## src/rtl/masked_byte_pattern_scan_defines.svh

```systemverilog
// Assertion macros for the pattern scan block
`ifndef MASKED_BYTE_PATTERN_SCAN_DEFINES_SVH
`define MASKED_BYTE_PATTERN_SCAN_DEFINES_SVH

`ifndef SYNTHESIS
`define MBPS_ASSERT_SAME(label, clk, rstn, ante, cons) \
    label: assert property (@(posedge clk) disable iff (!rstn) (ante) |-> (cons)) \
        else $error("mbps assertion failed");
`define MBPS_ASSERT_NEXT(label, clk, rstn, ante, cons) \
    label: assert property (@(posedge clk) disable iff (!rstn) (ante) |=> (cons)) \
        else $error("mbps assertion failed");
`else
`define MBPS_ASSERT_SAME(label, clk, rstn, ante, cons)
`define MBPS_ASSERT_NEXT(label, clk, rstn, ante, cons)
`endif

`endif

```

## src/rtl/mbps_pkg.sv

```systemverilog
package mbps_pkg;

    localparam int PATTERN_MAX = 16;
    localparam int IDX_W       = $clog2(PATTERN_MAX);
    localparam int LEN_W       = 5;
    localparam int ADDR_W      = 48;
    localparam int CNT_W       = 32;
    localparam int CFG_W       = 64;
    localparam int CFG_IDX_W   = 3;
    localparam int CARE_W      = 16;

    typedef enum logic [CFG_IDX_W-1:0] {
        CFG_PATTERN_LOW    = 3'd0,
        CFG_PATTERN_HIGH   = 3'd1,
        CFG_CARE_MASK      = 3'd2,
        CFG_PATTERN_LENGTH = 3'd3,
        CFG_SELECT_INDEX   = 3'd4
    } cfg_reg_t;

    typedef struct packed {
        logic [7:0]        data_byte;
        logic [ADDR_W-1:0] byte_address;
        logic              scan_start;
        logic              region_start;
        logic              scan_end;
    } in_item_t;

    typedef struct packed {
        logic              found;
        logic [ADDR_W-1:0] match_address;
    } out_item_t;

    typedef struct packed {
        logic [7:0] pat_byte;
        logic       care;
        logic       active;
    } cell_cfg_t;

    typedef struct packed {
        logic [ADDR_W-1:0] byte_address;
        logic              scan_start;
        logic              scan_end;
        logic              fill_ok;
    } stage_t;

endpackage

```

## src/rtl/mbps_cell.sv

```systemverilog
module mbps_cell (
    input  logic                  aclk,
    input  logic                  shift_en,
    input  logic [7:0]            byte_in,
    input  mbps_pkg::cell_cfg_t   cell_cfg,
    output logic [7:0]            byte_out,
    output logic                  hit
);

    logic [7:0] byte_reg;

    always_ff @(posedge aclk) begin
        if (shift_en) begin
            byte_reg <= byte_in;
        end
    end

    assign byte_out = byte_reg;
    assign hit = !cell_cfg.active || !cell_cfg.care || (byte_reg == cell_cfg.pat_byte);

endmodule

```

## src/rtl/masked_byte_pattern_scan.sv

```systemverilog
// Path: each accepted item is registered in the byte cells, then any result in m_data.
// Throughput: one item per cycle when not stalled; the window is a row of byte cells
// shifted on every accepted item and compared in parallel in the following cycle.
// Stall: while a result waits for m_ready the compare stage holds and s_ready drops.
// Reset: aresetn (synchronous, active low) clears the config registers (length to 1),
// fill, match count and done mark, and empties the pipeline; no clearing pass.
`include "masked_byte_pattern_scan_defines.svh"

module masked_byte_pattern_scan (
    input  logic                              aclk,
    input  logic                              aresetn,
    input  logic                              s_valid,
    output logic                              s_ready,
    input  mbps_pkg::in_item_t                s_data,
    output logic                              m_valid,
    input  logic                              m_ready,
    output mbps_pkg::out_item_t               m_data,
    input  logic                              cfg_wen,
    input  logic [mbps_pkg::CFG_IDX_W-1:0]    cfg_index,
    input  logic [mbps_pkg::CFG_W-1:0]        cfg_wdata
);

    localparam int PM     = mbps_pkg::PATTERN_MAX;
    localparam int IDX_W  = mbps_pkg::IDX_W;
    localparam int LEN_W  = mbps_pkg::LEN_W;
    localparam int ADDR_W = mbps_pkg::ADDR_W;
    localparam int CNT_W  = mbps_pkg::CNT_W;

    logic [63:0]                  pattern_low_reg;
    logic [63:0]                  pattern_high_reg;
    logic [mbps_pkg::CARE_W-1:0]  care_mask_reg;
    logic [LEN_W-1:0]             pattern_length_reg;
    logic [CNT_W-1:0]             select_index_reg;

    always_ff @(posedge aclk) begin
        if (!aresetn) begin
            pattern_low_reg    <= '0;
            pattern_high_reg   <= '0;
            care_mask_reg      <= '0;
            pattern_length_reg <= LEN_W'(1);
            select_index_reg   <= '0;
        end else if (cfg_wen) begin
            case (cfg_index)
                mbps_pkg::CFG_PATTERN_LOW:    pattern_low_reg    <= cfg_wdata;
                mbps_pkg::CFG_PATTERN_HIGH:   pattern_high_reg   <= cfg_wdata;
                mbps_pkg::CFG_CARE_MASK:      care_mask_reg      <= cfg_wdata[15:0];
                mbps_pkg::CFG_PATTERN_LENGTH: pattern_length_reg <= cfg_wdata[LEN_W-1:0];
                mbps_pkg::CFG_SELECT_INDEX:   select_index_reg   <= cfg_wdata[CNT_W-1:0];
                default: ;
            endcase
        end
    end

    logic [LEN_W-1:0]  len_used;
    logic [LEN_W-1:0]  len_less;
    logic [IDX_W-1:0]  len_m1;
    logic [127:0]      pattern_all;

    always_comb begin
        if (pattern_length_reg == '0) begin
            len_used = LEN_W'(1);
        end else if (pattern_length_reg > LEN_W'(PM)) begin
            len_used = LEN_W'(PM);
        end else begin
            len_used = pattern_length_reg;
        end
        len_less = len_used - LEN_W'(1);
        len_m1   = len_less[IDX_W-1:0];
    end

    assign pattern_all = {pattern_high_reg, pattern_low_reg};

    logic in_fire;
    logic adv;
    logic stage_valid_reg;
    logic m_valid_reg;

    assign in_fire = s_valid && s_ready;
    assign adv     = stage_valid_reg && (!m_valid_reg || m_ready);
    assign s_ready = !stage_valid_reg || adv;

    logic [7:0]          cell_bytes [PM];
    logic [PM-1:0]       cell_hits;
    mbps_pkg::cell_cfg_t cell_cfgs  [PM];

    for (genvar i = 0; i < PM; i++) begin : g_cell
        logic [IDX_W-1:0] pidx;
        logic [7:0]       byte_in;

        assign pidx = len_m1 - IDX_W'(i);
        assign cell_cfgs[i].active   = (IDX_W'(i) <= len_m1);
        assign cell_cfgs[i].pat_byte = pattern_all[{pidx, 3'b000} +: 8];
        assign cell_cfgs[i].care     = care_mask_reg[pidx];

        if (i == 0) begin : g_head
            assign byte_in = s_data.data_byte;
        end else begin : g_link
            assign byte_in = cell_bytes[i-1];
        end

        mbps_cell u_cell (
            .aclk     (aclk),
            .shift_en (in_fire),
            .byte_in  (byte_in),
            .cell_cfg (cell_cfgs[i]),
            .byte_out (cell_bytes[i]),
            .hit      (cell_hits[i])
        );
    end

    logic [LEN_W-1:0] fill_reg;
    logic [LEN_W-1:0] fill_base;
    logic [LEN_W-1:0] fill_next;

    always_comb begin
        fill_base = (s_data.scan_start || s_data.region_start) ? '0 : fill_reg;
        fill_next = (fill_base == LEN_W'(PM)) ? fill_base : fill_base + LEN_W'(1);
    end

    mbps_pkg::stage_t stage_reg;

    always_ff @(posedge aclk) begin
        if (!aresetn) begin
            fill_reg        <= '0;
            stage_valid_reg <= 1'b0;
        end else begin
            if (in_fire) begin
                fill_reg        <= fill_next;
                stage_valid_reg <= 1'b1;
            end else if (adv) begin
                stage_valid_reg <= 1'b0;
            end
        end
    end

    always_ff @(posedge aclk) begin
        if (in_fire) begin
            stage_reg.byte_address <= s_data.byte_address;
            stage_reg.scan_start   <= s_data.scan_start;
            stage_reg.scan_end     <= s_data.scan_end;
            stage_reg.fill_ok      <= (fill_next >= len_used);
        end
    end

    logic [CNT_W-1:0] count_reg;
    logic             done_reg;
    logic [CNT_W-1:0] count_base;
    logic             done_base;
    logic             is_match;
    logic             sel_hit;
    logic             end_hit;
    logic             result;

    always_comb begin
        count_base = stage_reg.scan_start ? '0 : count_reg;
        done_base  = stage_reg.scan_start ? 1'b0 : done_reg;
        is_match   = !done_base && stage_reg.fill_ok && (&cell_hits);
        sel_hit    = is_match && (count_base == select_index_reg);
        end_hit    = !done_base && !sel_hit && stage_reg.scan_end;
        result     = sel_hit || end_hit;
    end

    always_ff @(posedge aclk) begin
        if (!aresetn) begin
            count_reg   <= '0;
            done_reg    <= 1'b0;
            m_valid_reg <= 1'b0;
        end else begin
            if (adv) begin
                count_reg <= (is_match && !sel_hit) ? count_base + CNT_W'(1) : count_base;
                done_reg  <= done_base || result;
            end
            if (adv && result) begin
                m_valid_reg <= 1'b1;
            end else if (m_ready) begin
                m_valid_reg <= 1'b0;
            end
        end
    end

    always_ff @(posedge aclk) begin
        if (adv && result) begin
            m_data.found         <= sel_hit;
            m_data.match_address <= sel_hit
                ? stage_reg.byte_address - ADDR_W'(len_m1) : '0;
        end
    end

    assign m_valid = m_valid_reg;

    `MBPS_ASSERT_SAME(a_not_found_zero, aclk, aresetn, m_valid && !m_data.found, m_data.match_address == '0)
    `MBPS_ASSERT_NEXT(a_result_sets_done, aclk, aresetn, adv && result, done_reg)
    `MBPS_ASSERT_SAME(a_done_silent, aclk, aresetn, adv && done_reg && !stage_reg.scan_start, !result)
    `MBPS_ASSERT_SAME(a_empty_ready, aclk, aresetn, !stage_valid_reg, s_ready)

endmodule
```

## config.mk

```make
export PLATFORM = sky130hd
export DESIGN_NAME = masked_byte_pattern_scan
export DESIGN_NICKNAME = d
export VERILOG_FILES = /design/src/rtl/mbps_pkg.sv /design/src/rtl/mbps_cell.sv /design/src/rtl/masked_byte_pattern_scan.sv
export VERILOG_INCLUDE_DIRS = /design/src /design/src/rtl
export SDC_FILE = /design/constraint.sdc
export NUM_CORES = 1
export LEC_CHECK = 0
export BUFFER_PORTS_ARGS = -buffer_cell sky130_fd_sc_hd__buf_2
export CORE_MARGIN = 1
export CORE_UTILIZATION = 56
export CTS_CLUSTER_SIZE = 40
export DETAILED_ROUTE_END_ITERATION = 8
export PLACE_DENSITY = 0.8
export SLEW_MARGIN = 5
export SYNTH_ARGS = -nofsm -noshare
export SYNTH_HDL_FRONTEND = slang
export SYNTH_SLANG_ARGS = --single-unit
export TNS_END_PERCENT = 50
```

## constraint.sdc

```tcl
create_clock -name aclk -period 8.7 [get_ports aclk]
set_input_delay 1.74 -clock aclk [delete_from_list [all_inputs] [get_ports aclk]]
set_output_delay 1.74 -clock aclk [all_outputs]
set_load 0.01 [all_outputs]
```

# ---- Word-level counts from Yosys, hierarchy flattened
# Cells that the tools add are included.
dict set report op_classes {
  addsub 19
  magnitude_cmp 34
  n_eq_ne 22
  shift 16
  muxes 43
  n_reduce_logical 92
}
# operator count
set ops {}
lappend ops {{variable part select 128 x 8 -> 8 bit} 16}
lappend ops {{== test 8 bit} 16}
lappend ops {{less-than comparator 4 x 5 -> 1 bit, second input constant} 16}
lappend ops {{binary-select mux 1 bit (select 4 bit)} 16}
lappend ops {{two-way mux 32 bit} 2}
lappend ops {{subtractor 48 x 4 -> 48 bit} 1}
lappend ops {{logical OR 1 bit} 37}
lappend ops {{zero test 1 bit} 36}
lappend ops {{adder 32 x 1 -> 32 bit, second input constant} 1}
lappend ops {{== test 32 bit} 1}
lappend ops {{<= comparator 4 bit, first input constant} 8}
lappend ops {{subtractor 4 bit, second input constant} 8}
lappend ops {{two-way mux 1 bit} 21}
lappend ops {{two-way mux 5 bit} 4}
lappend ops {{<= comparator 3 x 4 -> 1 bit, first input constant} 4}
lappend ops {{AND reduction 16 bit} 1}
lappend ops {{subtractor 4 x 3 -> 4 bit, second input constant} 4}
lappend ops {{AND reduction 2 bit} 5}
lappend ops {{logical AND 1 bit} 9}
lappend ops {{<= comparator 1 x 4 -> 1 bit, first input constant} 2}
lappend ops {{<= comparator 2 x 4 -> 1 bit, first input constant} 2}
lappend ops {{subtractor 4 x 1 -> 4 bit, second input constant} 2}
lappend ops {{subtractor 4 x 2 -> 4 bit, second input constant} 2}
lappend ops {{== test 3 x 2 -> 1 bit, second input constant} 2}
lappend ops {{other kinds (9)} 10}
dict set report totals {
  reg_bits 449
  in_bits 131
  output_inout_bits 51
  wordCells 258
}

# ---- Longest topological paths before layout
dict set report depth {
  word_depth 19
  mapped_depth 30
  ltp_nobuf 19
}

# ---- Cells and area by module
# Synthesis repeated with hierarchy kept, for this count alone.
dict set report hier_totals {
  hier_cells 2517
  area_unflattened_um2 25557.0
}
# mod instances cells_per_inst area_each_um2 seq_area_each_um2
set modules_own_cells {}
lappend modules_own_cells {masked_byte_pattern_scan 1 2213 20191.9 7427.1}
lappend modules_own_cells {mbps_cell 16 19 335.3 240.2}

# ---- Least setup slack after synthesis
# Ideal clock, no wire load.
dict set report synth_timing {
  path_kind {register to register}
  start {register pattern_length_reg[4]}
  end {register m_data[0] (netlist bit) (enable)}
  setup_ns 0.472
  t_arrival_ns 8.903
  t_required_ns 8.228
  setup_slack_ns -0.675
  path_stages_with_launch 28
  n_path_buf 10
  period_less_slack_ns 9.375
  cell_sequence {dfxtp_1 -> nand2b_1 -> clkbuf_1 -> nand2_8 -> inv_4 -> buf_6 -> buf_6 -> buf_2 -> buf_1 -> ha_1 -> xnor2_1 -> clkbuf_1 -> inv_2 -> clkbuf_1 -> clkbuf_1 -> ha_1 -> inv_1 -> nand3_1 -> nand2_1 -> buf_1 -> mux2i_1 -> xnor2_1 -> a211o_1 -> or4_4 -> a311oi_4 -> o2111ai_1 -> buf_2 -> a21oi_1}
}
dict set report synth_between {
  elab_chain_cells 18
  word_cells_on_any_way 172
  cone_classes {16 x add/sub; 17 x order compare; 16 x eq/ne; 16 x shift; 34 x mux; 73 x reduce/logical}
}
# element line_no
set synth_rtl {}
lappend synth_rtl {{start, declared} masked_byte_pattern_scan.sv:32} ;# logic [LEN_W-1:0] pattern_length_reg;
lappend synth_rtl {{start signal, assigned} masked_byte_pattern_scan.sv:47} ;# mbps_pkg::CFG_PATTERN_LENGTH: pattern_length_reg <= cfg_wdata[LEN_W-1:0];
lappend synth_rtl {{greater-than comparator 5 bit} masked_byte_pattern_scan.sv:62} ;# end else if (pattern_length_reg > LEN_W'(PM)) begin
lappend synth_rtl {{two-way mux 5 bit} masked_byte_pattern_scan.sv:62}
lappend synth_rtl {{two-way mux 5 bit *} masked_byte_pattern_scan.sv:60} ;# if (pattern_length_reg == '0) begin
lappend synth_rtl {{subtractor 4 x 1 -> 4 bit *} masked_byte_pattern_scan.sv:67} ;# len_less = len_used - LEN_W'(1);
lappend synth_rtl {{parallel branches: the longest is 6 deep, another holds subtractor 4 x 1 -> 4 bit} --}
lappend synth_rtl {{AND reduction 16 bit *} masked_byte_pattern_scan.sv:157} ;# is_match = !done_base && stage_reg.fill_ok && (&cell_hits);
lappend synth_rtl {{logical AND 1 bit *} masked_byte_pattern_scan.sv:157}
lappend synth_rtl {{logical AND 1 bit *} masked_byte_pattern_scan.sv:158} ;# sel_hit = is_match && (count_base == select_index_reg);
lappend synth_rtl {{zero test 1 bit} masked_byte_pattern_scan.sv:159} ;# end_hit = !done_base && !sel_hit && stage_reg.scan_end;
lappend synth_rtl {{logical AND 1 bit (2 in a row)} masked_byte_pattern_scan.sv:159}
lappend synth_rtl {{logical OR 1 bit *} masked_byte_pattern_scan.sv:160} ;# result = sel_hit || end_hit;
lappend synth_rtl {{logical AND 1 bit *} masked_byte_pattern_scan.sv:182} ;# if (adv && result) begin
lappend synth_rtl {{end, declared} masked_byte_pattern_scan.sv:17} ;# output mbps_pkg::out_item_t m_data,
# Every way passes the cells marked *. The select of a mux whose other input is x is not followed.
# A chain may end at the register's enable or synchronous reset.

# ---- Worst setup path in the final report
dict set report layout_timing {
  start {register pattern_length_reg[4]}
  end {register m_data[36] (netlist bit) (enable)}
}
# The elaborated chain is that of the path after synthesis.

==> results <==
- The final count of hold timing violations is 0.
- Of the total synthesized cell area, the portion taken by XOR and XNOR cells is 0.0425.
- The cell family contributing the most delay on the critical path is simple AND/OR/NAND/NOR gates.
- For this run, asynchronously set or reset flops after synthesis account for 0.
- The sum of internal, switching and leakage power is 5.16 mW.
- Summed over all instances, the cell type with the most area after synthesis is sky130_fd_sc_hd__edfxtp_1.
- Across the whole layout, storage elements account for 11300 um^2.
- The simple-gate share of the synthesized area is 0.213.
- The layout net count is 3251.
- The max-slew violation count is 0.
- The worst endpoint data arrival time is 7710 ps.
- The initial utilization of the core area, before any placement, comes to 0.571.
- The type of the most critical hold path is reg2reg.
- The initial antenna violation count was 2.
- From left edge to right edge, the die measures 226 um.
- The combined area of the multi-input logic cells is 16000 um^2.
- The count of input and output buffers is 181.
- The post-route setup TNS is 0 ps.
- Summing every instance area after synthesis gives 28100 um^2.
- Including well taps, the total number of placed cells is 3713.
- The detailed-route DRC error count is 0.
- The average routed wire per standard cell is 27.0 um.
- The internal reg-to-reg setup slack is 1210 ps.
- The cell with the most instances after synthesis is sky130_fd_sc_hd__nand2_1.
- The sink count of the clock tree is 449.
- The start point of the critical path is pattern_length_reg[4]$_SDFFE_PN0P_.
- The total I/O pin count is 182.
- The highest-delay cell along the critical path is sky130_fd_sc_hd__nand2_1.
- The clock period minus final worst setup slack is 7490 ps.
- The setup clock skew after layout is 26.2 ps.
- In this run the number of H-tree levels came out at 2.
- The routed via count divided by cell count is 6.72.
- The wire length reported by the detailed router is 103000 um.
- The peak fanout along the critical path is 49.
- Of the total synthesized cell area, the portion taken by full adders, half adders and majority gates is 0.00872.
- The number of nets still failing antenna checks after routing is 0.
- At the pin with the least slew margin, the transition time is 1440 ps.
- The stage delay of the slowest cell on the critical path is 720 ps.
- The tool flagged a number of max-cap violations equal to 0.
- The number of enable flip-flop cells after synthesis is 228.
- Across every metal layer, demand over resource in global routing totals 0.396.
- The peak supply drop is 0.000162 V.
- Measured along the y axis, the die boundary spans 226 um.
- For the worst setup path, the data required time is 8920 ps.
- Measured against its own limit, the worst slew margin works out to 0.0421.
- At the later pin of the worst-skew pair, clock insertion delay measures 600 ps.
- After synthesis, the most frequently instantiated cells are sky130_fd_sc_hd__nand2_1, sky130_fd_sc_hd__edfxtp_1, sky130_fd_sc_hd__dfxtp_1.
- The final route contains 25600 vias.
- STA classifies the critical path startpoint as a flip-flop.
- The maximum clock path buffer count is 3.
- The dominant synthesized flop cell is sky130_fd_sc_hd__edfxtp_1.
- In this run the number of cells on the critical path is 18.
- Relative to the synthesized area, the layout overhead comes to 10.5%.
- In this run the critical register-to-register path is captured at m_data[36]$_SDFFCE_PN0P_.
- The tree is rooted in a sky130_fd_sc_hd__clkbuf_16.
- The number of clock buffers inserted by TritonCTS is 50.
- The critical path is of the reg2reg type.
- The unique cell type count in the Yosys netlist is 81.
- Of the synthesized area, sequential elements account for 0.401.
- The mean instance size in the synthesized netlist is 9.26 um^2.
- The repair_antennas step left the layout with diodes totalling 0.
- The count of cells in the finished layout, fillers not included, comes to 3803.
- The setup-violating endpoint count in the final report is 0.
- The first-pass iteration count of the detailed router is 9.
- The complex-gate fraction of the synthesized area is 0.170.
- The sum of net half-perimeters after detailed placement is 76500 um.
- The run finished with clean final reports.
- The post-route worst setup slack is 1210 ps.
- The reg-to-reg critical path startpoint is pattern_length_reg[4]$_SDFFE_PN0P_.
- The via count of the first global-routing pass is 23200.
- The Yosys step of the flow raised 0 warnings.
- The signal on the critical path passes through buf_4, or4_1, nand2_8, inv_4, ha_1, xnor2_2, inv_2, ha_1, o21ai_1, nand2_1, mux4_2, xor2_1, a211o_1, or4_4, a311oi_4, o2111ai_4, a21oi_4, buf_4.
- The capture point of the critical path is m_data[36]$_SDFFCE_PN0P_.
- In this run, synthesis produced a sequential element count of 449.
- The endpoint type of the worst setup path is a flip-flop.
- The core region is 49300 um^2.
- Counting every net in the synthesized netlist gives 3189.
- The remaining global-route overflow is 0.
- The number of cells produced by synthesis is 3039.
- The register with the most flip-flops in the layout has 128 of them.
- Clock-pin slew was measured on the worst setup and hold paths at 70 ps.
- The critical path buffer and inverter count is 4.
- The standard-cell row count is 81.
- In the final layout, the share of cells above drive strength 1 is 0.144.
- Based on the critical path, the design can be clocked at up to 134 MHz.
- The die covers 51100 um^2.
- The iteration-0 DRC count of the detailed router is 3381.
- The first global-routing pass estimated 149000 um of wire.
- The pin count of the biggest net entering global routing is 133.
- The number of inserted filler cells in the final layout is 4199.
- Setup repair after global routing left no endpoint under its margin.
- Measured against the total synthesized area, the mux share comes to 0.130.
- The share of the synthesized area in the top cell type is 0.243.
- Sorting the synthesized cells by area gives the leading types as sky130_fd_sc_hd__edfxtp_1, sky130_fd_sc_hd__dfxtp_1, sky130_fd_sc_hd__mux4_2.
- Routability-driven placement finished with a final weighted congestion of 1.12.
- The final cycle utilization of the critical path is 0.861.
- The logic depth of the worst register-to-register path is 18.
- The post-cts gate resize count is 0.
- Buffers inserted to repair hold after CTS numbered 0.
- The power density normalized to cell area is 166 nW/um^2.
- The final core utilization is 0.631.
- The number of setup buffers added after CTS is 0.
- The combinational family with the most area after synthesis is simple AND/OR/NAND/NOR gates.
- The leakage power total is 11.1 nW.
- TritonCTS built the clock tree.
- At the placement stage, the worst setup path has a slack of 1260 ps.
## per-stage QoR
step                      area [um^2]  hold WS, ps
after floorplan                 28100          435
after global placement          29500          448
after detailed placement        29500          452
after CTS                       31100          461
after global routing            31100          479
final                           31100          460
## area by class of cell
cell class | instances | share of cell area
Multi-Input combinational cell | 2343 | 0.514
Sequential cell | 449 | 0.363
Inverter | 29 | 0.00374
Tap cell | 664 | 0.0267
Timing Repair Buffer | 228 | 0.0411
Clock buffer | 58 | 0.0428
Clock inverter | 32 | 0.00949
## layer usage
metal,GRT usage,vias up,routed length [um]
met5,0,-,0
met1,0.575,12400,42400
met2,0.557,1612,42900
met4,0.119,0,3120
met3,0.127,157,14400
li1,-,11400,-
## worst min path at each step
stage | from | cells after the start | end
2_1_floorplan | g_cell[6].u_cell.byte_out[2]$_DFFE_PP_ | 0 | g_cell[7].u_cell.byte_out[2]$_DFFE_PP_
3_3_place_gp | g_cell[8].u_cell.byte_out[4]$_DFFE_PP_ | 0 | g_cell[9].u_cell.byte_out[4]$_DFFE_PP_
3_5_place_dp | g_cell[11].u_cell.byte_out[2]$_DFFE_PP_ | 0 | g_cell[12].u_cell.byte_out[2]$_DFFE_PP_
4_1_cts | g_cell[11].u_cell.byte_out[2]$_DFFE_PP_ | 0 | g_cell[12].u_cell.byte_out[2]$_DFFE_PP_
5_1_grt | g_cell[13].u_cell.byte_out[0]$_DFFE_PP_ | 0 | g_cell[14].u_cell.byte_out[0]$_DFFE_PP_
6_report | g_cell[11].u_cell.byte_out[2]$_DFFE_PP_ | 0 | g_cell[12].u_cell.byte_out[2]$_DFFE_PP_
## kinds of logic (layout without fill, tap and decap cells)
family,count (synthesis),after routing
DFF,449,449
adders and majority gates,19,19
xor gates and xnor gates,133,133
AOI/OAI and AO/OA,698,698
and+or+nand+nor,1249,1249
muxes,244,244
buffers and inverters,247,347
## layout by cell type, fill, tap and decap left out, drive strengths merged, types with 10 or more instances in the layout
cell type  Yosys  final
a211oi        41     41
mux2i        138    138
a22oi         35     35
xor2          47     47
buf           38    228
nor2b         25     25
nand2        573    573
xnor2         86     86
nand4         22     22
a21oi         66     66
nor4          32     32
dfxtp        221    221
nor3          45     45
ha            18     18
and2          11     11
inv           28     30
a22o          14     14
a31oi         24     24
nor4bb        14     14
or4           14     14
and3          54     54
o21ai        142    142
a21boi       186    186
o32ai         18     18
nor2         166    166
edfxtp       228    228
clkinv         1     26
mux2          10     10
nand2b        96     96
or3           31     31
clkbuf       180     58
nand3        130    130
o22ai         57     57
mux4          96     96
a221oi        35     35
## report_power, final
part | switching, mW | internal (mW) | leakage [nW]
Combinational | 0.378 | 0.214 | 6.29
Clock | 0.900 | 1.24 | 0.807
Sequential | 0.0961 | 2.33 | 4.01
Total | 1.37 | 3.78 | 11.1
Note: power is estimated with default switching activity, not from simulation.
